<file path="src/rtl/assert_macros.svh">
// Assertion macros shared by the binarizer RTL.
`ifndef ASSERT_MACROS_SVH
`define ASSERT_MACROS_SVH

// Same-cycle implication, disabled during reset.
`define ASSERT_IMPL(label, clk, rst, ante, cons) \
  label: assert property (@(posedge clk) disable iff (rst) (ante) |-> (cons)) \
    else $error("assertion failed");

// Next-cycle implication, disabled during reset.
`define ASSERT_NEXT(label, clk, rst, ante, cons) \
  label: assert property (@(posedge clk) disable iff (rst) (ante) |=> (cons)) \
    else $error("assertion failed");

`endif

</file>
<file path="src/rtl/lab_pkg.sv">
// Types and constants shared by the local adaptive binarizer modules.
package lab_pkg;

  // Configuration port geometry and register indexes.
  localparam int CFG_IDX_W  = 3;
  localparam int CFG_DATA_W = 16;

  localparam logic [CFG_IDX_W-1:0] CFG_MODE      = 3'd0;
  localparam logic [CFG_IDX_W-1:0] CFG_K_GAIN    = 3'd1;
  localparam logic [CFG_IDX_W-1:0] CFG_DYN_RANGE = 3'd2;
  localparam logic [CFG_IDX_W-1:0] CFG_WIN_W     = 3'd3;
  localparam logic [CFG_IDX_W-1:0] CFG_WIN_H     = 3'd4;
  localparam logic [CFG_IDX_W-1:0] CFG_IMG_W     = 3'd5;
  localparam logic [CFG_IDX_W-1:0] CFG_IMG_H     = 3'd6;

  // Threshold rules.
  localparam logic [1:0] MODE_NIBLACK = 2'd0;
  localparam logic [1:0] MODE_SAUVOLA = 2'd1;
  localparam logic [1:0] MODE_WOLF    = 2'd2;

  // Command codes.
  localparam logic FUNC_LOAD = 1'b0;
  localparam logic FUNC_READ = 1'b1;

  localparam logic [7:0] GRAY_MAX = 8'd255;

  // Statistic widths: Q8.8 mean and deviation, radicand of the deviation.
  localparam int DEV_W = 16;
  localparam int RAD_W = 32;

  typedef struct packed {
    logic       func;
    logic [7:0] pixel;
  } lab_cmd_t;

  typedef struct packed {
    logic white;
    logic last;
  } lab_result_t;

  // Per-pixel threshold request from the controller to the threshold pipe.
  typedef struct packed {
    logic [1:0]       mode;
    logic [15:0]      k_gain;
    logic [15:0]      range_q;
    logic [DEV_W-1:0] max_dev;
    logic [7:0]       min_pixel;
    logic             force_white;
    logic             force_black;
  } lab_thr_req_t;

endpackage

</file>
<file path="src/rtl/lab_thresh.sv">
// Three-stage threshold compare for Niblack, Sauvola and Wolf-Jolion rules.
module lab_thresh (
  input  logic                            clk,
  input  logic                            rst,
  input  logic                            start,
  input  lab_pkg::lab_thr_req_t           req,
  input  logic [7:0]                      pix,
  input  logic [lab_pkg::DEV_W-1:0]       mean,
  input  logic [lab_pkg::DEV_W-1:0]       dev,
  output logic                            done,
  output logic                            white
);

  logic               is_nib;
  logic               is_wolf;
  logic [15:0]        d;
  logic [15:0]        pmul;
  logic signed [17:0] sd;
  logic signed [33:0] t1;
  logic [23:0]        pd;
  logic [31:0]        mx;
  logic signed [17:0] mdiff;

  logic               s1_v, s1_nib, s1_wolf, s1_fw, s1_fb;
  logic signed [33:0] s1_t1;
  logic signed [57:0] s1_lhs;
  logic [31:0]        s1_mx;
  logic signed [17:0] s1_mdiff;
  logic [15:0]        s1_mean;
  logic [15:0]        s1_rq;

  logic signed [35:0] a;
  logic signed [17:0] b;
  logic signed [57:0] c;
  logic signed [53:0] prod;

  logic               s2_v, s2_fw, s2_fb;
  logic signed [53:0] s2_prod;
  logic signed [57:0] s2_c;
  logic signed [57:0] s2_lhs;
  logic signed [57:0] rhs;

  // Stage one: deviation offset times gain, scaled pixel, mean products.
  always_comb begin
    is_nib  = req.mode == lab_pkg::MODE_NIBLACK;
    is_wolf = req.mode == lab_pkg::MODE_WOLF;
    d       = is_nib ? 16'd0 : (is_wolf ? req.max_dev : req.range_q);
    pmul    = is_nib ? 16'd1 : d;
    sd      = $signed({2'b00, dev}) - $signed({2'b00, d});
    t1      = 34'($signed(req.k_gain)) * 34'(sd);
    pd      = 24'(pix) * 24'(pmul);
    mx      = 32'(mean) * 32'(req.max_dev);
    mdiff   = $signed({2'b00, mean}) - $signed({2'b00, req.min_pixel, 8'h00});
  end

  // Stage two operands: the right side is a*b + c for every rule.
  always_comb begin
    if (!s1_nib && !s1_wolf) begin
      a = 36'(s1_t1) + $signed({8'b0, s1_rq, 12'b0});
    end else begin
      a = 36'(s1_t1);
    end
    if (s1_nib) begin
      b = 18'sd1;
      c = $signed({30'b0, s1_mean, 12'b0});
    end else if (s1_wolf) begin
      b = s1_mdiff;
      c = $signed({14'b0, s1_mx, 12'b0});
    end else begin
      b = $signed({2'b00, s1_mean});
      c = '0;
    end
    prod = a * b;
    rhs  = 58'(s2_prod) + s2_c;
  end

  always_ff @(posedge clk) begin
    if (rst) begin
      s1_v <= 1'b0;
      s2_v <= 1'b0;
      done <= 1'b0;
    end else begin
      s1_v <= start;
      s2_v <= s1_v;
      done <= s2_v;
    end
    s1_nib   <= is_nib;
    s1_wolf  <= is_wolf;
    s1_fw    <= req.force_white;
    s1_fb    <= req.force_black;
    s1_t1    <= t1;
    s1_lhs   <= $signed({14'b0, pd, 20'b0});
    s1_mx    <= mx;
    s1_mdiff <= mdiff;
    s1_mean  <= mean;
    s1_rq    <= req.range_q;
    s2_prod  <= prod;
    s2_c     <= c;
    s2_lhs   <= s1_lhs;
    s2_fw    <= s1_fw;
    s2_fb    <= s1_fb;
    white    <= s2_fw || (!s2_fb && (s2_lhs >= rhs));
  end

endmodule
</file>
<file path="config.mk">
export PLATFORM = sky130hd
export DESIGN_NAME = lab_thresh
export DESIGN_NICKNAME = d
export VERILOG_FILES = /design/src/rtl/assert_macros.svh /design/src/rtl/lab_pkg.sv /design/src/rtl/lab_thresh.sv
export SDC_FILE = /design/constraint.sdc
export NUM_CORES = 2
export LEC_CHECK = 0
export ABC_AREA = 1
export BUFFER_PORTS_ARGS = -buffer_cell sky130_fd_sc_hd__buf_2
export CAP_MARGIN = 0
export CORE_UTILIZATION = 25
export CTS_CLUSTER_DIAMETER = 50
export DETAILED_ROUTE_END_ITERATION = 16
export HOLD_SLACK_MARGIN = 0.12
export SLEW_MARGIN = 25
export SYNTH_ARGS = -nofsm -noshare
export SYNTH_HDL_FRONTEND = slang
export SYNTH_SLANG_ARGS = --single-unit
</file>
<file path="constraint.sdc">
create_clock -name clk -period 10.7 [get_ports clk]
set_input_delay 1.07 -clock clk [delete_from_list [all_inputs] [get_ports clk]]
set_output_delay 1.07 -clock clk [all_outputs]
set_load 0.03 [all_outputs]
</file>
==> results.cfg <==
[routing]
vias = 44100
ant_nets = 0
routedWlPerCell_um = 17.1
drc_errors = 0
via_per_inst = 4.47
drtPass1Iterations = 6
drt_iter0_drc = 2902
wl_um = 168000

[critical_path]
worstPathArrival_ns = 9.81
cp_data_required_time_ns = 11.17
cpMaxStageDelayCell = fa_1
crit_type = input port to flop
cpPeakStageDelay_ns = 0.77
end_kind = flop
startpoint_type = input port
path_max_fanout = 15

[placed_design]
io_buffer_count = 104
pre_cts_ws_ns = 0.841
dpl_cell_area_um2 = 59100
dp_hpwl_um = 143000
routabilityCongestion = 0.939

[floorplanning]
dieArea_um2 = 223000
initial_core_util_pct = 25.2
pin_count = 105
coreArea_um2 = 220000
die_w_um = 472
fp.dieH_um = 472
rows = 172

[cts]
cts_buffer_depth = 3
numCtsBuffers = 36
tritoncts = built
cts_setup_buffers = 0
h-tree-depth = 2
hold_buffers = 0
clock_sinks = 250
clk_pin_slew_ns = 0.06
clock_latency_ns = 0.60
post_cts_resized = 0
cts_root_buf = clkbuf_16

[yosys]
synth.distinct_cells = 68
yosysWarnings = 0
synth-seq-cells = 250
synth-main-ff-cell = dfxtp_1
syn_inst = 6903
syn-cell-area_um2 = 55300
synth.avg_cell_area_um2 = 8.01
synth_edf_count = 0
synth-seq-area-share_pct = 9.05
syn-num-nets = 8607
synthArstFlopShare_pct = 0

[timing]
setup_slack_ns = 1.37
slew_violations = 0
relSlewSlack_pct = 31.5
finalSetupViolations = 0
fmax_ghz = 0.107
setup_tns_ns = 0
period_share_pct = 87.2
min_period_ns = 9.33
finClkSkew_ns = 0.0318
rsz0062_at_grt = false
worstMarginPinSlew_ns = 1.03
timing.final.hold_violations = 0

[grt]
grt_pass1_vias = 47000
met1_usage_pct = 20.5
overflow = 0
grt_antenna_before_repair = 6
grtUsageMet2_pct = 26.0
grt_pass1_wl_um = 266000
grt_start_max_net_pins = 39
use_met3_pct = 1.62
busiest_layer = met2
grt_usage_pct = 15.3

[hold_path]
hold_class = flop to flop

[finish]
drive_above_1_share_pct = 4.63
stdcell_area_um2 = 60400
fillers = 23800
antennaDiodeCount = 0
finalNetCount = 8595
area_growth_pct = 9.26

[job]
maxCapViolCount = 0

[status]
status = finished, final reports clean
==> worst paths after layout <==
kind	start	end	slack, ns	cells past startpoint
min	s1_lhs[26]	s2_lhs[26]	0.33	0
max reg2reg	s1_wolf	s2_prod[43]	1.99	26
min reg2reg	s1_lhs[26]	s2_lhs[26]	0.33	0
max	req[58]	s1_t1[29]	1.37	36
==> synthesized netlist by cell type (all sizes together) (4+ instances only) <==
cell,n,area (um2)
o21ai,137,716
nor4,8,65.1
nand2,1449,5490
o21bai,14,105
a31oi,32,200
o21a,17,128
a21boi,9,82.6
dfxtp,250,5000
o22ai,11,68.8
inv,1851,6960
nand3,146,741
clkinv,5,18.8
ha,455,5690
clkbuf,175,657
nand4,24,156
and3,8,50.1
xnor2,77,674
nor3,24,135
fa,1146,22900
xor2,120,1050
a22oi,5,52.6
a211oi,5,37.5
o31ai,7,52.6
nor2,612,2380
o211ai,7,57.6
a21oi,219,1150
a22o,4,35.0
or2,21,131
a21o,21,159
buf,25,144
==> state kept, by name, indices dropped and copies added, names as in the netlist, 9 cells and up <==
register / cells
s1_t1: 33
s2_lhs: 24
s2_prod: 54
s1_rq: 16
s1_lhs: 24
s1_mdiff: 9
s1_mean: 16
s1_mx: 32
s2_c: 32
==> cell type report <==
cell class | instances | area [um2] | share of cell area (%)
multi-input combinational | 4597 | 42600 | 70.4
inverter | 1856 | 6980 | 11.5
sequential | 250 | 5000 | 8.28
clock buffer | 41 | 940 | 1.55
tap | 2958 | 3700 | 6.12
timing repair buffer | 150 | 866 | 1.43
clock inverter | 24 | 388 | 0.642
==> critical path: cells and delay by family <==
family	cells	cell delay, ns
buffers and inverters	6	0.83
adder cells (fa/ha/maj)	8	3.95
XOR/XNOR	1	0.16
AO/OA/AOI/OAI	10	2.28
AND/OR/NAND/NOR	11	1.48
==> metal layers <==
layer / up-vias / routed length, um
met1: 22400 / 73800
met4: 6 / 4640
met2: 1381 / 80300
met3: 245 / 9740
met5: - / 37
li1: 20100 / -
==> placed cells by master (no fill, tap or decap), types with 16 or more instances in the layout <==
master,count
nor3_1,21
buf_4,46
clkbuf_16,36
nand4_1,23
nor2_1,590
or2_2,16
a31oi_1,32
fa_1,1146
buf_2,104
a21oi_1,209
nand3_1,144
o21ai_1,21
inv_1,1830
nand2_1,1434
ha_1,455
o21ai_0,107
xor2_1,120
inv_2,18
a21o_1,20
o21a_1,17
xnor2_1,77
dfxtp_1,250
==> metrics by stage <==
stage	instances	util [%]	hold slack, ns
2_1_floorplan	6903	-	0.310
3_3_place_gp	9811	26.9	0.313
3_5_place_dp	9811	26.9	0.315
4_1_cts	9876	27.5	0.329
5_1_grt	9876	27.5	0.332
6_report	9876	27.5	0.327
==> logic make-up after synthesis <==
family                     after synthesis  synth area share, %
muxes                                    1               0.0181
DFF                                    250                 9.05
buffers and inverters                 2056                 14.1
and+or+nand+nor                       2299                 16.6
AOI/OAI and AO/OA                      499                 5.34
xor gates and xnor gates               197                 3.12
adders and majority gates             1601                 51.8
Power is left out: the tool's default activity adds up to more than one toggle a clock period on the data nets, which glitch-free logic cannot reach.
