File: src/rtl/assert_macros.svh
// Assertion macros shared by the binarizer RTL.
`ifndef ASSERT_MACROS_SVH
`define ASSERT_MACROS_SVH

// Same-cycle implication, disabled during reset.
`define ASSERT_IMPL(label, clk, rst, ante, cons) \
  label: assert property (@(posedge clk) disable iff (rst) (ante) |-> (cons)) \
    else $error("assertion failed");

// Next-cycle implication, disabled during reset.
`define ASSERT_NEXT(label, clk, rst, ante, cons) \
  label: assert property (@(posedge clk) disable iff (rst) (ante) |=> (cons)) \
    else $error("assertion failed");

`endif

File: src/rtl/lab_divider.sv
// Restoring divider, one quotient bit per cycle.
module lab_divider #(
  parameter int DVD_W = 52,
  parameter int DVS_W = 20,
  parameter int Q_W   = 32
) (
  input  logic             clk,
  input  logic             rst,
  input  logic             start,
  input  logic [DVD_W-1:0] dividend,
  input  logic [DVS_W-1:0] divisor,
  output logic             done,
  output logic [Q_W-1:0]   quotient
);

  localparam int CW = $clog2(DVD_W + 1);

  logic [DVD_W-1:0] dvd;
  logic [DVS_W-1:0] dvs;
  logic [DVS_W-1:0] rem;
  logic [DVS_W:0]   rem_sh;
  logic [DVS_W-1:0] rem_nx;
  logic [CW-1:0]    cnt;
  logic             run;
  logic             ge;

  // One trial subtraction per cycle.
  always_comb begin
    rem_sh = {rem, dvd[DVD_W-1]};
    ge     = rem_sh >= {1'b0, dvs};
    rem_nx = ge ? DVS_W'(rem_sh - {1'b0, dvs}) : rem_sh[DVS_W-1:0];
  end

  always_ff @(posedge clk) begin
    if (rst) begin
      run  <= 1'b0;
      done <= 1'b0;
      cnt  <= '0;
    end else begin
      done <= 1'b0;
      if (start) begin
        run <= 1'b1;
        dvd <= dividend;
        dvs <= divisor;
        rem <= '0;
        cnt <= '0;
      end else if (run) begin
        dvd      <= dvd << 1;
        rem      <= rem_nx;
        quotient <= {quotient[Q_W-2:0], ge};
        cnt      <= cnt + CW'(1);
        if (cnt == CW'(DVD_W - 1)) begin
          run  <= 1'b0;
          done <= 1'b1;
        end
      end
    end
  end

endmodule

File: config.mk
export PLATFORM = sky130hd
export DESIGN_NAME = lab_divider
export DESIGN_NICKNAME = d
export VERILOG_FILES = /design/src/rtl/assert_macros.svh /design/src/rtl/lab_divider.sv
export SDC_FILE = /design/constraint.sdc
export NUM_CORES = 1
export LEC_CHECK = 0
export BUFFER_PORTS_ARGS = -buffer_cell sky130_fd_sc_hd__buf_2
export CELL_PAD_IN_SITES_DETAIL_PLACEMENT = 1
export CELL_PAD_IN_SITES_GLOBAL_PLACEMENT = 2
export CORE_MARGIN = 2
export CORE_UTILIZATION = 42
export CTS_CLUSTER_DIAMETER = 40
export CTS_CLUSTER_SIZE = 25
export DETAILED_ROUTE_END_ITERATION = 12
export PLACE_DENSITY = 0.93
export SLEW_MARGIN = 20
export SYNTH_ARGS = -nofsm -noshare
export SYNTH_HDL_FRONTEND = slang
export SYNTH_SLANG_ARGS = --single-unit
File: constraint.sdc
create_clock -name clk -period 13.2 [get_ports clk]
set_input_delay 1.32 -clock clk [delete_from_list [all_inputs] [get_ports clk]]
set_output_delay 1.32 -clock clk [all_outputs]
set_load 0.05 [all_outputs]
==> flow_summary.json, run 1 <==
{
  "ant_nets": 0,
  "fmaxAchievable_mhz": 291.2,
  "async_flop_share_pct": 0,
  "outcome": "complete, no violations",
  "place_congestion": 0.8394,
  "grt_max_degree": 73,
  "io_buffers": 107,
  "slowest_delay_ns": 0.74,
  "finalPower_w": 0.001182,
  "drt-initial-drc-count": 268,
  "vias": 3971,
  "p_clk_share_pct": 42.5,
  "layout.nets": 655,
  "die_area_mm2": 0.01579,
  "finalWirelength_mm": 14.01,
  "crit_top_cell": "buf_4",
  "area_growth_pct": 21.46,
  "worstSetupEndpointType": "register",
  "holdWs_ns": 0.4454,
  "p_leak_nw": 2.971,
  "io_pins": 108,
  "finalClockSkew_ns": 0.007991,
  "final_cells": 755,
  "ctsResizeCount": 0,
  "hpwlAfterDp_mm": 9.809,
  "drc": 0,
  "synthesis.nets": 544,
  "dr.pass1.iters": 4,
  "groute.usage.overall_pct": 18.53,
  "yosys_most_used_dff": "edfxtp_1",
  "cts_tree": "yes",
  "cts_buffers": 17,
  "ys_seq_area_share_pct": 62.49,
  "power.switching_w": 0.0003001,
  "fin_setup_tns_ns": 0,
  "hp-class": "register to register",
  "antenna_found_initial": 2,
  "postCtsHoldBufs": 0,
  "intPower_w": 0.0008821,
  "yosysWarnings": 0,
  "drt-wirelength-per-cell_um": 18.55,
  "clock_latency_ns": 0.42,
  "viasPerCell": 5.260,
  "synth_most_common_cell": "edfxtp_1",
  "yosys.area.top_type": "edfxtp_1",
  "die_h_um": 125.6,
  "synth-edff-count": 124,
  "start_util_pct": 42.92,
  "dp_cells": 723,
  "grt-ovfl-total": 0,
  "grt_pass1_wl_mm": 22.46,
  "combPwrFrac_pct": 15.1,
  "finalHoldViolations": 0,
  "cts.sinks": 132,
  "grt_pass1_vias": 4244,
  "synthCells": 447,
  "post_cts_buffers": 0,
  "cts.path.max_buffers": 2,
  "cp_max_fo": 72,
  "swShare_pct": 25.38,
  "critPathKind": "primary input to register",
  "synth_seq_cells": 132,
  "clkSlewWorstSetupHoldPaths_ns": 0.06,
  "cp.required_ns": 13.23,
  "power.density_mw_per_mm2": 156.6,
  "yosysUniqueCellTypes": 55,
  "maxCapViolCount": 0,
  "rsz0062_at_grt": "no",
  "rows": 44,
  "post-route-period-util_pct": 26.02,
  "timing.slew.headroom_pct": 35.45,
  "synth_area_mm2": 0.006215,
  "n_antenna_cell": 0,
  "path_cells": "buf_2 -> buf_4 -> inv_1 -> a21oi_4 -> buf_4",
  "setup_viol": 0,
  "synth_area_leaders": "edfxtp_1, mux2_2, ha_1, dfxtp_1, mux2i_1",
  "synthTopCellsByCount": "edfxtp_1, mux2_2, inv_1",
  "fp.dieW_um": 125.6,
  "layout-drive-gt1-share_pct": 37.30,
  "p_seq_share_pct": 42.4,
  "core_mm2": 0.01448,
  "cp_slowest_cell": "buf_4",
  "slew_violations": 0,
  "cts_root_buffer": "clkbuf_16",
  "ir_drop_uv": 102.1,
  "period_needed_ns": 3.435,
  "cp.arrival_ns": 3.47,
  "synth_top_area_share_pct": 59.92,
  "cts-htree-levels": 4,
  "syn_avg_cell_area_um2": 13.90,
  "tightest_slew_ns": 0.9683,
  "critPathLaunchType": "primary input"
}
## cells by family after synthesis
group / share of synthesized area, %
multiplexers: 11.33
buffers and inverters: 3.584
adder cells (fa/ha/maj): 4.550
flip-flops: 62.49
AO/OA/AOI/OAI: 8.456
AND/OR/NAND/NOR: 6.906
XOR/XNOR: 2.678
## sequential cells by signal (all words and copies together) (netlist names)
register  flops
cnt           6
done          1
dvd          52
dvs          20
quotient     32
rem          20
run           1
## layout by cell type (no fill, tap or decap), types with 3 or more instances in the layout
cell type,n
nand2_1,18
xor2_1,11
mux2i_1,13
nand3_1,9
a21o_1,4
nand4_1,5
a21oi_1,20
buf_4,4
o21ai_1,5
ha_1,21
dfxtp_1,8
o21ai_2,3
o31ai_1,3
mux2_2,51
nor2_1,27
o21ai_0,13
a31oi_1,3
edfxtp_1,124
buf_2,107
clkinv_4,3
or3_1,3
clkinvlp_4,3
bufinv_16,4
o21a_1,4
xnor2_1,8
inv_1,29
clkbuf_16,17
nor3_1,8
## critical path: cells and delay by family
kind / cells / cell delay (ns)
buf+inv: 4 / 1.80
compound gates: 1 / 0.23
## power groups by stage
| stage | sequential [W] | combinational, W | clock, W |
|---|---|---|---|
| 2_1_floorplan | 0.000513 | 0.000129 | 0 |
| 3_3_place_gp | 0.000508 | 0.000170 | 0 |
| 3_5_place_dp | 0.000509 | 0.000177 | 0 |
| 4_1_cts | 0.000501 | 0.000180 | 0.000512 |
| 5_1_grt | 0.000504 | 0.000197 | 0.000531 |
| 6_report | 0.000501 | 0.000179 | 0.000502 |
## through the flow
step | worst slack [ns] | area (um2) | util [%]
after floorplan | 7.447 | 6215 | -
after global placement | 9.482 | 6917 | 47.77
after detailed placement | 9.338 | 6917 | 47.77
after CTS | 9.767 | 7548 | 52.13
after global routing | 9.614 | 7548 | 52.13
final | 9.765 | 7548 | 52.13
## path summary, 6_finish.rpt
kind,startpoint,cells past startpoint,slack [ns],endpoint
max reg2reg,rem[13]$_SDFFCE_PP0P_,9,10.24,rem[12]$_SDFFCE_PP0P_
max,start,5,9.77,rem[7]$_SDFFCE_PP0P_
min,quotient[10]$_DFFE_PP_,0,0.45,quotient[11]$_DFFE_PP_
min reg2reg,quotient[10]$_DFFE_PP_,0,0.45,quotient[11]$_DFFE_PP_
## final cells by class
type,instances,area [um2]
Clock buffer,18,429.2
Sequential cell,132,3884
Inverter,30,115.1
Clock inverter,14,202.7
Fill cell,1471,6930
Timing Repair Buffer,111,565.5
Tap cell,184,230.2
Multi-Input combinational cell,266,2122
## routing by layer
layer	GRT usage, %	vias to the layer above	part of all wire [%]	wire [um]
met3	6.032	24	5.7	793
met2	31.64	109	51	7134
met5	0	-	0.22	31
li1	-	1891	-	-
met4	6.405	4	1.4	203
met1	22.10	1943	42	5844
Power figures use the tool's default switching activity.
==> run 2, diff against run 1 <==
--- a/config.mk
+++ b/config.mk
@@ -9,11 +9,11 @@
 export CELL_PAD_IN_SITES_DETAIL_PLACEMENT = 1
 export CELL_PAD_IN_SITES_GLOBAL_PLACEMENT = 2
 export CORE_MARGIN = 2
-export CORE_UTILIZATION = 42
+export CORE_UTILIZATION = 39
 export CTS_CLUSTER_DIAMETER = 40
 export CTS_CLUSTER_SIZE = 25
 export DETAILED_ROUTE_END_ITERATION = 12
-export PLACE_DENSITY = 0.93
+export PLACE_DENSITY = 0.87
 export SLEW_MARGIN = 20
 export SYNTH_ARGS = -nofsm -noshare
 export SYNTH_HDL_FRONTEND = slang
==> constraint.sdc (replaced) <==
create_clock -name clk -period 3.2 [get_ports clk]
set_input_delay 0.32 -clock clk [delete_from_list [all_inputs] [get_ports clk]]
set_output_delay 0.32 -clock clk [all_outputs]
set_load 0.05 [all_outputs]
==> flow_summary.json, run 2 (same netlist as run 1, synthesis figures left out) <==
{
  "n_antenna_cell": 0,
  "place_congestion": 0.8240,
  "combPwrFrac_pct": 15.6,
  "drc": 0,
  "ctsResizeCount": 0,
  "layout_common_cells": "edfxtp_1, buf_2, mux2_2, inv_1, nor2_1",
  "cts.path.max_buffers": 2,
  "cts_tree": "yes",
  "die_area_mm2": 0.01696,
  "vias": 3981,
  "utilization_pct": 48.14,
  "layout-drive-gt1-share_pct": 37.59,
  "p_seq_share_pct": 43.8,
  "finalHoldViolations": 0,
  "clkSlewWorstSetupHoldPaths_ns": 0.06,
  "reg_top3": "dvd: 52 flops, quotient: 32 flops",
  "outcome": "complete, no violations",
  "period_needed_ns": 2.757,
  "post-route-period-util_pct": 86.17,
  "groute.usage.overall_pct": 17.13,
  "setup_viol": 0,
  "postCtsHoldBufs": 0,
  "final_cells": 788,
  "fp.dieW_um": 130.2,
  "slew_violations": 0,
  "drt-wirelength-per-cell_um": 17.49,
  "multi_input_area_mm2": 0.002122,
  "ant_nets": 0,
  "cts_buffers": 17,
  "power.switching_w": 0.001227,
  "drt-initial-drc-count": 185,
  "cts-htree-levels": 4,
  "finalClockSkew_ns": 0.009734,
  "ir_drop_uv": 411.4,
  "grt_pass1_wl_mm": 22.17,
  "cp_max_fo": 22,
  "p_leak_nw": 2.967,
  "dr.pass1.iters": 4,
  "worstSetupEndpointType": "register",
  "io_pins": 108,
  "power.density_mw_per_mm2": 621.9,
  "rsz0062_at_grt": "no",
  "cp.arrival_ns": 2.89,
  "die_h_um": 130.2,
  "fin_setup_tns_ns": 0,
  "dp_slack_ns": 0.4761,
  "layout.nets": 657,
  "critPathKind": "register to register",
  "hp-class": "primary input to register",
  "timing.final.ws_setup_ns": 0.4426,
  "maxCapViolCount": 0,
  "largest_reg_flops": 52,
  "rows": 46,
  "mostFrequentLayoutCell": "edfxtp_1",
  "fmaxAchievable_mhz": 362.7,
  "core_mm2": 0.01571,
  "clock_latency_ns": 0.42,
  "p_clk_share_pct": 40.6,
  "tightest_slew_ns": 0.7095,
  "area_growth_pct": 21.70,
  "grt_pass1_vias": 4290,
  "io_buffers": 107,
  "grt-ovfl-total": 0,
  "antenna_found_initial": 1,
  "holdWs_ns": 0.07397,
  "timing.slew.headroom_pct": 52.52,
  "hpwlAfterDp_mm": 9.684,
  "grt_max_degree": 52,
  "swShare_pct": 26.08,
  "dp_cells": 757,
  "regArea_mm2": 0.003884,
  "cp.required_ns": 3.34,
  "viasPerCell": 5.052,
  "finalWirelength_mm": 13.78,
  "critPathLaunchType": "register",
  "largest-register": "dvd",
  "cts_root_buffer": "clkbuf_16",
  "post_cts_buffers": 0,
  "start_util_pct": 39.55,
  "intPower_w": 0.003477,
  "filler_cell_count": 1631,
  "cts.sinks": 132
}
-- run 2: area by class of cell --
type	instances	area share (%)
inverters	30	1.522
multi-input cells	266	28.06
clock buffers	17	5.624
repair buffers	113	7.841
well taps	216	3.573
clock inverters	14	2.035
flip-flops and latches	132	51.35
-- run 2: through the flow --
| step | total power (W) | area [um2] |
|---|---|---|
| floorplan | 0.002643 | 6218 |
| global placement | 0.002795 | 6984 |
| detailed placement | 0.002828 | 6984 |
| CTS | 0.004756 | 7564 |
| global route | 0.004906 | 7564 |
| finish | 0.004704 | 7564 |
-- run 2: layer usage --
layer	up-vias	track usage, %	wire (um)
li1	1892	-	-
met1	1969	21.22	5997
met2	97	28.00	6679
met3	21	5.740	856
met4	2	6.262	231
met5	-	0	16
-- run 2: final timing paths --
path	from	endpoint	slack, ns	cells after the start
worst max-delay path	rem[5]$_SDFFCE_PP0P_	rem[12]$_SDFFCE_PP0P_	0.44	9
worst min-delay path	divisor[4]	dvs[4]$_DFFE_PP_	0.07	1
worst max register to register	rem[5]$_SDFFCE_PP0P_	rem[12]$_SDFFCE_PP0P_	0.44	9
worst min register to register	quotient[15]$_DFFE_PP_	quotient[16]$_DFFE_PP_	0.44	0
-- run 2: worst max-delay path, cell delays in order (launching register included) --
cell,delay (ns)
edfxtp_1,0.39
ha_1,0.45
a211oi_2,0.12
o311ai_2,0.33
o21ai_2,0.15
a31oi_4,0.23
a31oi_4,0.19
inv_4,0.31
mux2i_1,0.23
nor2_1,0.06
-- run 2: power groups by stage --
stage          Clock [W]  Sequential, W  Combinational [W]
5_1_grt          0.00202        0.00207           0.000811
3_5_place_dp           0        0.00210           0.000730
4_1_cts          0.00195        0.00206           0.000739
6_report         0.00191        0.00206           0.000734
2_1_floorplan          0        0.00211           0.000533
3_3_place_gp           0        0.00209           0.000704
