--- config.mk ---
export PLATFORM = sky130hd
export DESIGN_NAME = lab_isqrt
export DESIGN_NICKNAME = d
export VERILOG_FILES = /design/src/rtl/assert_macros.svh /design/src/rtl/lab_pkg.sv /design/src/rtl/lab_isqrt.sv
export SDC_FILE = /design/constraint.sdc
export NUM_CORES = 1
export LEC_CHECK = 0
export ABC_CLOCK_PERIOD_IN_PS = 9300
export BUFFER_PORTS_ARGS = -buffer_cell sky130_fd_sc_hd__buf_4
export CAP_MARGIN = 0
export CORE_MARGIN = 4
export CORE_UTILIZATION = 35
export CTS_BUF_LIST = sky130_fd_sc_hd__clkbuf_16
export CTS_CLUSTER_DIAMETER = 50
export DETAILED_ROUTE_END_ITERATION = 6
export GPL_TIMING_DRIVEN = 0
export PLACE_DENSITY = 0.51
export SLEW_MARGIN = 40
export SYNTH_ARGS = -nofsm -noshare
export SYNTH_HDL_FRONTEND = slang
export SYNTH_SLANG_ARGS = --single-unit
--- constraint.sdc ---
create_clock -name clk -period 9.3 [get_ports clk]
set_clock_uncertainty 0.15 [all_clocks]
set_input_delay 1.86 -clock clk [delete_from_list [all_inputs] [get_ports clk]]
set_output_delay 1.86 -clock clk [all_outputs]
set_load 0.05 [all_outputs]
--- src/rtl/assert_macros.svh ---
// Assertion macros shared by the binarizer RTL.
`ifndef ASSERT_MACROS_SVH
`define ASSERT_MACROS_SVH

// Same-cycle implication, disabled during reset.
`define ASSERT_IMPL(label, clk, rst, ante, cons) \
  label: assert property (@(posedge clk) disable iff (rst) (ante) |-> (cons)) \
    else $error("assertion failed");

// Next-cycle implication, disabled during reset.
`define ASSERT_NEXT(label, clk, rst, ante, cons) \
  label: assert property (@(posedge clk) disable iff (rst) (ante) |=> (cons)) \
    else $error("assertion failed");

`endif

--- src/rtl/lab_pkg.sv ---
// Types and constants shared by the local adaptive binarizer modules.
package lab_pkg;

  // Configuration port geometry and register indexes.
  localparam int CFG_IDX_W  = 3;
  localparam int CFG_DATA_W = 16;

  localparam logic [CFG_IDX_W-1:0] CFG_MODE      = 3'd0;
  localparam logic [CFG_IDX_W-1:0] CFG_K_GAIN    = 3'd1;
  localparam logic [CFG_IDX_W-1:0] CFG_DYN_RANGE = 3'd2;
  localparam logic [CFG_IDX_W-1:0] CFG_WIN_W     = 3'd3;
  localparam logic [CFG_IDX_W-1:0] CFG_WIN_H     = 3'd4;
  localparam logic [CFG_IDX_W-1:0] CFG_IMG_W     = 3'd5;
  localparam logic [CFG_IDX_W-1:0] CFG_IMG_H     = 3'd6;

  // Threshold rules.
  localparam logic [1:0] MODE_NIBLACK = 2'd0;
  localparam logic [1:0] MODE_SAUVOLA = 2'd1;
  localparam logic [1:0] MODE_WOLF    = 2'd2;

  // Command codes.
  localparam logic FUNC_LOAD = 1'b0;
  localparam logic FUNC_READ = 1'b1;

  localparam logic [7:0] GRAY_MAX = 8'd255;

  // Statistic widths: Q8.8 mean and deviation, radicand of the deviation.
  localparam int DEV_W = 16;
  localparam int RAD_W = 32;

  typedef struct packed {
    logic       func;
    logic [7:0] pixel;
  } lab_cmd_t;

  typedef struct packed {
    logic white;
    logic last;
  } lab_result_t;

  // Per-pixel threshold request from the controller to the threshold pipe.
  typedef struct packed {
    logic [1:0]       mode;
    logic [15:0]      k_gain;
    logic [15:0]      range_q;
    logic [DEV_W-1:0] max_dev;
    logic [7:0]       min_pixel;
    logic             force_white;
    logic             force_black;
  } lab_thr_req_t;

endpackage

--- src/rtl/lab_isqrt.sv ---
// Bitwise integer square root, one result bit per cycle.
module lab_isqrt (
  input  logic                         clk,
  input  logic                         rst,
  input  logic                         start,
  input  logic [lab_pkg::RAD_W-1:0]    radicand,
  output logic                         done,
  output logic [lab_pkg::RAD_W/2-1:0]  root
);

  localparam int RW = lab_pkg::RAD_W;

  logic [RW-1:0] x;
  logic [RW-1:0] r;
  logic [RW-1:0] bitv;
  logic [RW:0]   trial;
  logic [RW-1:0] r_nx;
  logic [RW-1:0] x_nx;
  logic          run;
  logic          ge;

  // Trial subtraction of the current root estimate plus the probe bit.
  always_comb begin
    trial = (RW+1)'(r) + (RW+1)'(bitv);
    ge    = {1'b0, x} >= trial;
    r_nx  = ge ? (r >> 1) + bitv : r >> 1;
    x_nx  = ge ? x - RW'(trial) : x;
  end

  always_ff @(posedge clk) begin
    if (rst) begin
      run  <= 1'b0;
      done <= 1'b0;
    end else begin
      done <= 1'b0;
      if (start) begin
        run  <= 1'b1;
        x    <= radicand;
        r    <= '0;
        bitv <= RW'(1) << (RW - 2);
      end else if (run) begin
        x    <= x_nx;
        r    <= r_nx;
        bitv <= bitv >> 2;
        if (bitv[0]) begin
          run  <= 1'b0;
          done <= 1'b1;
          root <= r_nx[RW/2-1:0];
        end
      end
    end
  end

endmodule

==> flow_summary_export.csv, run 1 <==
group,metric,value,unit
worst_setup_path,start_kind,"flip-flop",
routing,ant_nets,0,
cts,cts_setup_buffers,0,
timing,setup_violations,0,
global_routing,grt_max_degree,32,
timing,fin_tns_setup,0,ns
cts,cts_buffers,9,
cts,postCtsHoldBufs,0,
routing,routed_wl,20460,microns
die,initial_core_util,0.3567,
synth,synth.distinct_cells,59,
global_routing,first_global_vias,5979,
routing,wl_met2,9829,microns
routing,drt-met1-wl,9532,microns
timing,hold_violations,0,
place,dpl_cell_area,8330,sq um
cts,clockRootBuffer,"clkbuf_16",
place,port_buffers,51,
die,rows,53,
worst_hold_path,holdCritPathClass,"flip-flop to flip-flop",
routing,vias,6153,
routing,drt_pass1_iterations,5,
worst_setup_path,path_class,"flip-flop to flip-flop",
power,finalPower,1.683,mW
synth,ys_ff_latch,98,
timing,worst_slew_pin_slew,0.7687,ns
layout,multi_input_area,4451,sq um
layout,drive_above_1_share,0.1247,
global_routing,track_usage,0.1714,
die,die_area,23900,sq um
die,ios,52,
place,dp_hpwl,15690,microns
power,leakage,3.305,nW
die,dieWidth,154.6,microns
synth,yosysWarnings,0,
routing,vias_per_cell,5.393,
worst_hold_path,min_to,"done",
synth,syn_inst,796,
cts,cts_resized,0,
timing,hold_slack,0.3502,ns
worst_setup_path,reg2reg_depth,21,
flow_run,max-cap-violations,0,
layout,regArea,2923,sq um
layout,fin_nets,963,
die,fp.coreArea,21090,sq um
cts,clock-sinks,98,
global_routing,grt_pass1_wl,32450,microns
routing,drt-initial-drc-count,415,
synth,syn_area,7522,sq um
synth,syn_area_per_cell,9.450,sq um
timing,final.setup.worst_slack,2.328,ns
die,die_h,154.6,microns
power,power_density,194.9,nW/um^2
worst_setup_path,cp_data_arrival_time,6.90,ns
synth,yosysMostFrequentCell,"edfxtp_1",
synth,synth-main-ff-cell,"edfxtp_1",
place,dp_slack,2.369,ns
layout,finish.utilization,0.4096,
timing,timing.fmax,143.4,MHz
timing,post-route-period-util,0.7497,
synth,synth_top_cell_by_area,"edfxtp_1",
routing,drcViolationCount,0,
synth,netlist.area_leader.share,0.3832,
synth,synthTopCellsByArea,"edfxtp_1 (38%), ha_1 (11%), xor2_1 (4.9%), nand2_1 (4.7%), xnor2_1 (4.5%)",
routing,wl_per_cell,17.93,microns
synth,synth-edff-count,96,
worst_setup_path,r2r_slack,2.33,ns
layout,nFillCells,2141,
routing,top_layer_used,"met4",
run_status,status,"finished clean",
synth,ys_seq_area_frac,0.3886,
timing,slew-limit-headroom,0.4875,
synth,synth.net_count,898,
power,ir_drop,0.09812,mV
cts,cts_max_level,3,
layout,antenna_cells,0,
cts,path_clk_slew,0.08,ns
timing,slew_violations,0,
place,gp_congestion,0.8550,
timing,period_needed,6.972,ns
timing,rsz0062_at_grt,"false",
layout,fin_area,8637,sq um
cts,clk_path_buf_depth,2,
worst_setup_path,worstPathMaxFanout,19,
place,place_inst,1125,
cts,clock_latency,0.36,ns
worst_hold_path,holdPathStages,1,
synth,async_reset_ff_frac,0,
cts,tritoncts,"built",
layout,syn_to_final_growth,14.82,%
worst_setup_path,r2r-end,"x[23]",
worst_setup_path,cp.required,9.22,ns
worst_hold_path,holdCritStartpoint,"run",
worst_setup_path,worst_setup_path_end_kind,"flip-flop",
global_routing,overflow,0,
global_routing,antenna_found_initial,0,
layout,fin_cells,1141,
worst_setup_path,r2r_start,"r[2]",
synth,synth_common_cells,"edfxtp_1 (96), nand2_1 (94), ha_1 (66), o21ai_0 (66), nor2_1 (65)",
routing,routed-wl-met3,831,microns
[flip-flops by register name, summed over array words and instances, names as in the netlist]
name / count
root: 16
done: 1
bitv: 16
r: 32
x: 32
run: 1
[layer usage]
metal,vias to the layer above,track usage
met4,0,0.04247
met2,110,0.2879
met3,19,0.03106
met5,-,0
met1,2950,0.2294
li1,3074,-
[kinds of logic after synthesis]
| kind of cell | synth area share |
|---|---|
| fa+ha+maj | 0.1124 |
| xor+xnor | 0.09431 |
| mux | 0.02212 |
| simple gates | 0.1692 |
| compound gates | 0.1906 |
| buf+inv | 0.02279 |
| flops | 0.3886 |
[critical path, cell delays in order (launching register included)]
cell	delay, ns
edfxtp_1	0.49
ha_1	0.39
a31oi_1	0.29
o21bai_1	0.17
a31o_2	0.30
a21o_1	0.22
a211o_1	0.33
a211o_1	0.31
a31oi_1	0.31
xor2_1	0.13
ha_1	0.29
buf_2	0.19
nand4_1	0.15
or2_2	0.35
a2111oi_2	0.37
nor2_1	0.18
a211oi_4	0.64
buf_6	0.24
buf_2	0.31
nor2_1	0.12
nor2_4	0.49
buf_16	0.23
[report_power, final]
| group | internal (mW) | total [mW] | leakage [nW] | switching (mW) |
|---|---|---|---|---|
| Clock | 0.192 | 0.396 | 0.149 | 0.204 |
| Combinational | 0.282 | 0.700 | 2.23 | 0.418 |
| Sequential | 0.552 | 0.587 | 0.929 | 0.0348 |
[cell usage in the layout (no fill, tap or decap), drive strengths merged, types with 6 or more instances in the layout]
cell type,Yosys,layout
inv,12,14
nor2,65,65
o21bai,10,10
nand4,12,12
buf,10,64
ha,66,66
edfxtp,96,96
nand3,13,13
and3,6,6
xnor2,39,39
o21ai,69,69
nand2,95,95
a211oi,22,22
a31o,7,7
a21o,17,17
nor2b,35,35
xor2,42,42
mux2,13,13
clkbuf,18,27
a21oi,49,49
nor3,13,13
a31oi,20,20
[final cells by class]
type,count,share of cell area
multi-input combinational,658,0.5153
sequential,98,0.3384
timing repair buffer,54,0.05070
tap,275,0.03984
clock buffer,9,0.02608
buffer,28,0.01478
clock inverter,7,0.009416
inverter,12,0.005505
[worst max path at each step]
stage          slack (ns)  from  endpoint
3_3_place_gp         0.73  r[2]     x[23]
3_5_place_dp         2.37  r[2]     x[23]
6_report             2.33  r[2]     x[23]
4_1_cts              2.33  r[2]     x[23]
2_1_floorplan        2.67  r[2]      x[0]
5_1_grt              1.91  r[2]     x[22]
Power figures use the tool's default switching activity.
==> inputs of run 2 (changes only) <==
- ABC_CLOCK_PERIOD_IN_PS: 9300 -> 5600
- PLACE_DENSITY: 0.51 -> 0.53
- clock period: 9.3 -> 5.6 ns (I/O delays scaled with it)
==> flow_summary_export.csv, run 2 (synthesis results as in run 1) <==
group,metric,value,unit
timing,setup_violations,0,
layout,layout_common_cells,"edfxtp_1 (96), nand2_1 (93), buf_4 (65)",
place,dp_hpwl,15580,microns
global_routing,antenna_found_initial,0,
place,gp_congestion,0.8542,
layout,reg_top3,"r: 32 flops, x: 32 flops",
cts,cts_buffers,9,
layout,layout_commonest_cell,"edfxtp_1",
worst_setup_path,cp_data_arrival_time,5.28,ns
routing,vias,6224,
layout,drive_above_1_share,0.1562,
cts,postCtsHoldBufs,0,
die,die_area,23900,sq um
routing,drcViolationCount,0,
cts,path_clk_slew,0.08,ns
routing,drt_pass1_iterations,6,
layout,antenna_cells,0,
power,finalPower,2.811,mW
routing,ant_nets,0,
worst_setup_path,cp.required,5.52,ns
global_routing,overflow,0,
routing,routed_wl,20580,microns
worst_setup_path,path_cells,"ha_4 -> a31oi_4 -> o21bai_1 -> a31o_2 -> a21o_4 -> a211o_1 -> a211o_1 -> buf_4 -> xnor2_1 -> ha_2 -> nand4_1 -> or2_4 -> a2111oi_4 -> nor2_4 -> a211oi_4 -> buf_6 -> buf_6 -> nor2_1 -> nor2_4 -> clkbuf_16 -> buf_8",
global_routing,track_usage,0.1719,
worst_setup_path,cp_slowest_cell,"edfxtp_1",
global_routing,use_met2,0.2920,
die,ios,52,
cts,clock_latency,0.36,ns
layout,fin_cells,1152,
run_status,status,"finished clean",
timing,period_needed,5.360,ns
global_routing,first_global_vias,6155,
die,rows,53,
timing,post-route-period-util,0.9572,
die,fp.coreArea,21090,sq um
global_routing,use_met3,0.02350,
routing,vias_per_cell,5.403,
global_routing,grt_pass1_wl,32790,microns
routing,wl_per_cell,17.86,microns
cts,clockRootBuffer,"clkbuf_16",
flow_run,max-cap-violations,0,
worst_setup_path,worst_setup_path_end_kind,"flip-flop",
routing,drt-initial-drc-count,321,
worst_hold_path,holdPathStages,1,
place,place_inst,1126,
cts,cts_max_level,3,
cts,clk_path_buf_depth,2,
layout,syn_to_final_growth,18.05,%
worst_hold_path,holdCritPathClass,"flip-flop to flip-flop",
worst_setup_path,worstPathMaxFanout,10,
timing,fin_tns_setup,0,ns
worst_setup_path,slowest_delay,0.45,ns
die,dieWidth,154.6,microns
timing,slew-limit-headroom,0.4140,
worst_setup_path,reg2reg_depth,21,
timing,timing.fmax,186.6,MHz
die,die_h,154.6,microns
place,port_buffers,51,
cts,clock-sinks,98,
die,initial_core_util,0.3567,
timing,worst_slew_pin_slew,0.8790,ns
power,leakage,3.381,nW
worst_setup_path,r2r_start,"bitv[2]",
global_routing,grt_max_degree,34,
layout,nFillCells,2118,
layout,finish.utilization,0.4211,
place,dpl_cell_area,8374,sq um
worst_setup_path,path_class,"flip-flop to flip-flop",
timing,hold_violations,0,
worst_hold_path,holdCritStartpoint,"run",
power,ir_drop,0.1471,mV
timing,slew_violations,0,
global_routing,met1_usage,0.2334,
layout,fin_nets,974,
layout,fin_area,8880,sq um
power,power_density,316.6,nW/um^2
cts,tritoncts,"built",
global_routing,top_usage_layer,"met2",
worst_setup_path,start_kind,"flip-flop",
worst_setup_path,cp-startpoint,"bitv[2]",
run 2: cell count changes in the layout (fill, tap and decap cells not counted), moves of 3 or more:
cell / delta
buf_4: +13
a31oi_1: -4
ha_1: -4
a31oi_4: +3
ha_2: +3
nor4_1: -3
run 2: worst max-delay path, delay by kind of cell, from the launching register on:
family	cells	cell delay [ns]
AOI/OAI and AO/OA	8	2.06
and+or+nand+nor	5	0.78
buffers and inverters	5	0.75
adders and majority gates	2	0.70
DFF	1	0.45
xor gates and xnor gates	1	0.14
run 2: cell type report:
class | count | area, sq um | area share
tap | 275 | 344.1 | 0.03875
clock buffer | 9 | 225.2 | 0.02536
inverter | 12 | 47.55 | 0.005354
sequential | 98 | 2923 | 0.3292
timing repair buffer | 68 | 560.5 | 0.06313
buffer | 25 | 123.9 | 0.01395
clock inverter | 7 | 50.05 | 0.005636
multi-input combinational | 658 | 4606 | 0.5187
run 2: path summary, 6_finish.rpt:
path / endpoint / slack [ns]
setup reg to reg: x[25] / 0.24
setup / recovery: x[25] / 0.24
hold reg to reg: done / 0.35
hold / removal: done / 0.35
run 2: where the power goes:
part	internal (mW)	switching (mW)
logic	0.509	0.714
clock network	0.306	0.308
registers	0.917	0.0571
run 2: through the flow:
stage	hold WS, ns	worst slack (ns)
3_5_place_dp	0.3457	-1.015
6_report	0.3508	0.2396
5_1_grt	0.3596	-0.01303
3_3_place_gp	0.3264	-1.194
4_1_cts	0.3488	0.01946
2_1_floorplan	0.3179	0.01772
run 2: repair_timing:
item | in CTS | in global routing
setup endpoints to repair | 79 | 75
setup buffers | 6 | 7
resized for setup | 8 | 19
pin swaps | 5 | 10
run 2: per-layer routing:
metal  wire (microns)  up-vias
li1                 -     3106
met1             9623     2978
met2             9964      121
met3              710       19
met4              282        0
met5                0        -
==> inputs of run 3 (changes only) <==
- ABC_AREA: default -> 1
- GPL_ROUTABILITY_DRIVEN: default -> 0
==> flow_summary_export.csv, run 3 <==
group,metric,value,unit
synth,yosysMostFrequentCell,"nand2_1",
worst_hold_path,holdPathStages,2,
global_routing,first_global_vias,8205,
layout,fin_area,10230,sq um
timing,hold_violations,0,
cts,path_clk_slew,0.08,ns
global_routing,grt_max_degree,20,
worst_setup_path,worst_setup_path_end_kind,"flip-flop",
layout,regArea,2923,sq um
timing,setup_violations,0,
layout,reg_top3,"r: 32 flops, x: 32 flops",
place,dp_hpwl,23030,microns
worst_setup_path,reg2reg_depth,20,
cts,clockRootBuffer,"clkbuf_16",
global_routing,track_usage,0.1973,
routing,drt-initial-drc-count,790,
die,die_h,168.7,microns
synth,synthMuxAreaShare,0,
power,ir_drop,0.1417,mV
routing,vias,8653,
cts,postCtsHoldBufs,0,
worst_setup_path,slowest_delay,0.50,ns
place,dpl_cell_area,9943,sq um
timing,hold_slack,0.3697,ns
cts,clock_latency,0.36,ns
synth,synth_common_cells,"nand2_1 (368), inv_1 (175), nor2_1 (114), nand3_1 (111), edfxtp_1 (96)",
power,leakage,4.782,nW
cts,clock-sinks,98,
synth,synth_xor_area_frac,0.05522,
synth,synth_adder_area_share,0.09355,
cts,cts_setup_buffers,0,
place,port_buffers,51,
routing,vias_per_cell,5.090,
synth,syn_area_per_cell,6.971,sq um
layout,finish.utilization,0.4038,
synth,synth_compound_area_frac,0.1291,
synth,synth-edff-count,96,
synth,synth_top_family_by_area,"simple AND/OR/NAND/NOR gates",
layout,fin_nets,1467,
routing,ant_nets,0,
synth,async_reset_ff_frac,0,
synth,synth_top_cell_by_area,"edfxtp_1",
worst_hold_path,holdCritPathClass,"flip-flop to flip-flop",
routing,wl_per_cell,16.48,microns
worst_setup_path,r2r_start,"r[2]",
synth,ys_ff_latch,98,
timing,rsz0062_at_grt,"false",
synth,syn_area,9041,sq um
worst_setup_path,worstPathMaxFanout,17,
worst_setup_path,cp_slowest_cell,"o21ai_0",
cts,cts_buffers,9,
synth,ys_seq_area_frac,0.3233,
cts,cts_max_level,3,
worst_setup_path,cp.required,5.51,ns
worst_setup_path,path_class,"flip-flop to flip-flop",
synth,synthTopCellsByArea,"edfxtp_1 (32%), nand2_1 (15%), ha_1 (9.1%), inv_1 (7.3%), nand3_1 (6.1%)",
worst_setup_path,r2r-end,"x[23]",
layout,drive_above_1_share,0.08905,
worst_hold_path,holdCritStartpoint,"run",
worst_setup_path,start_kind,"flip-flop",
layout,syn_to_final_growth,13.12,%
synth,synth-main-ff-cell,"edfxtp_1",
routing,routed_wl,28010,microns
global_routing,grt_pass1_wl,44490,microns
timing,timing.fmax,198.4,MHz
cts,tritoncts,"built",
run_status,status,"finished clean",
power,power_density,294.6,nW/um^2
global_routing,antenna_found_initial,0,
die,ios,52,
die,fp.coreArea,25330,sq um
synth,synth.distinct_cells,45,
routing,drt_pass1_iterations,5,
cts,clk_path_buf_depth,2,
die,dieWidth,168.7,microns
power,finalPower,3.012,mW
timing,slew-limit-headroom,0.4474,
worst_setup_path,r2r_slack,0.56,ns
worst_hold_path,min_to,"done",
timing,slew_violations,0,
layout,nFillCells,2681,
synth,yosysWarnings,0,
synth,yosys.area_share.simple,0.3083,
timing,period_needed,5.040,ns
timing,post-route-period-util,0.9000,
layout,antenna_cells,0,
worst_setup_path,cp_data_arrival_time,4.95,ns
die,rows,58,
cts,cts_resized,0,
synth,syn_inst,1297,
worst_setup_path,path_cells,"ha_1 -> nand3_1 -> nand2_1 -> a21oi_1 -> o21ai_0 -> a21o_1 -> nand4_1 -> nand3b_1 -> nand2_1 -> ha_1 -> nand2_1 -> nor3_1 -> nand3_1 -> nand3b_1 -> nand3_1 -> nand2_2 -> nor2_4 -> buf_6 -> a21oi_4 -> buf_8",
synth,synth.net_count,1399,
die,initial_core_util,0.3570,
layout,layout_commonest_cell,"nand2_1",
die,die_area,28470,sq um
routing,drcViolationCount,0,
synth,netlist.area_leader.share,0.3188,
layout,layout_common_cells,"nand2_1 (368), inv_1 (175), nor2_1 (113)",
timing,worst_slew_pin_slew,0.8289,ns
global_routing,overflow,0,
flow_run,max-cap-violations,0,
layout,multi_input_area,5324,sq um
[run 3: per-stage QoR]
step                setup WS [ns]  setup TNS (ns)  instances
finish                     0.5598               0       1700
global route               0.1222               0       1700
CTS                        0.6102               0       1700
detailed placement         0.6326               0       1684
global placement           -1.596          -50.93       1678
floorplan                  0.3607               0       1297
[run 3: power by group]
| group | switching, mW | total [mW] | leakage (nW) | internal (mW) |
|---|---|---|---|---|
| clock network | 0.326 | 0.636 | 0.138 | 0.310 |
| registers | 0.0617 | 0.977 | 0.930 | 0.915 |
| logic | 0.911 | 1.40 | 3.71 | 0.488 |
| total | 1.30 | 3.01 | 4.78 | 1.71 |
[run 3: layout make-up]
| class | count | area share |
|---|---|---|
| Sequential cell | 98 | 0.2858 |
| Clock inverter | 7 | 0.005750 |
| Timing Repair Buffer | 57 | 0.04551 |
| Buffer | 28 | 0.01468 |
| Inverter | 178 | 0.06533 |
| Multi-Input combinational cell | 993 | 0.5206 |
| Tap cell | 330 | 0.04037 |
| Clock buffer | 9 | 0.02202 |
[run 3: how the worst max path moves through the flow]
stage                     from     to  depth (start not counted)
final                     r[2]  x[23]                         20
after global routing      r[8]  x[20]                         25
after CTS                 r[2]  x[20]                         20
after detailed placement  r[2]  x[26]                         20
after global placement    r[2]  x[26]                         19
after floorplan           r[2]   x[0]                         20
[run 3: cell families after synthesis]
| family | Yosys count |
|---|---|
| AOI/OAI and AO/OA | 212 |
| buffers and inverters | 206 |
| and+or+nand+nor | 657 |
| xor gates and xnor gates | 57 |
| DFF | 98 |
| adders and majority gates | 67 |
[run 3: metal layers]
metal  GRT usage  vias to the layer above  part of all wire
li1            -                     4442                 -
met1      0.2933                     3952              0.50
met2      0.2956                      221              0.42
met3     0.02849                       38             0.058
met4     0.06104                        0             0.025
met5           0                        -                 0
[run 3: critical path: cells and delay by family (launching register included)]
family	cells	cell delay [ns]
buffers and inverters	2	0.40
AOI/OAI and AO/OA	4	1.24
and+or+nand+nor	12	1.71
DFF	1	0.44
adders and majority gates	2	0.79
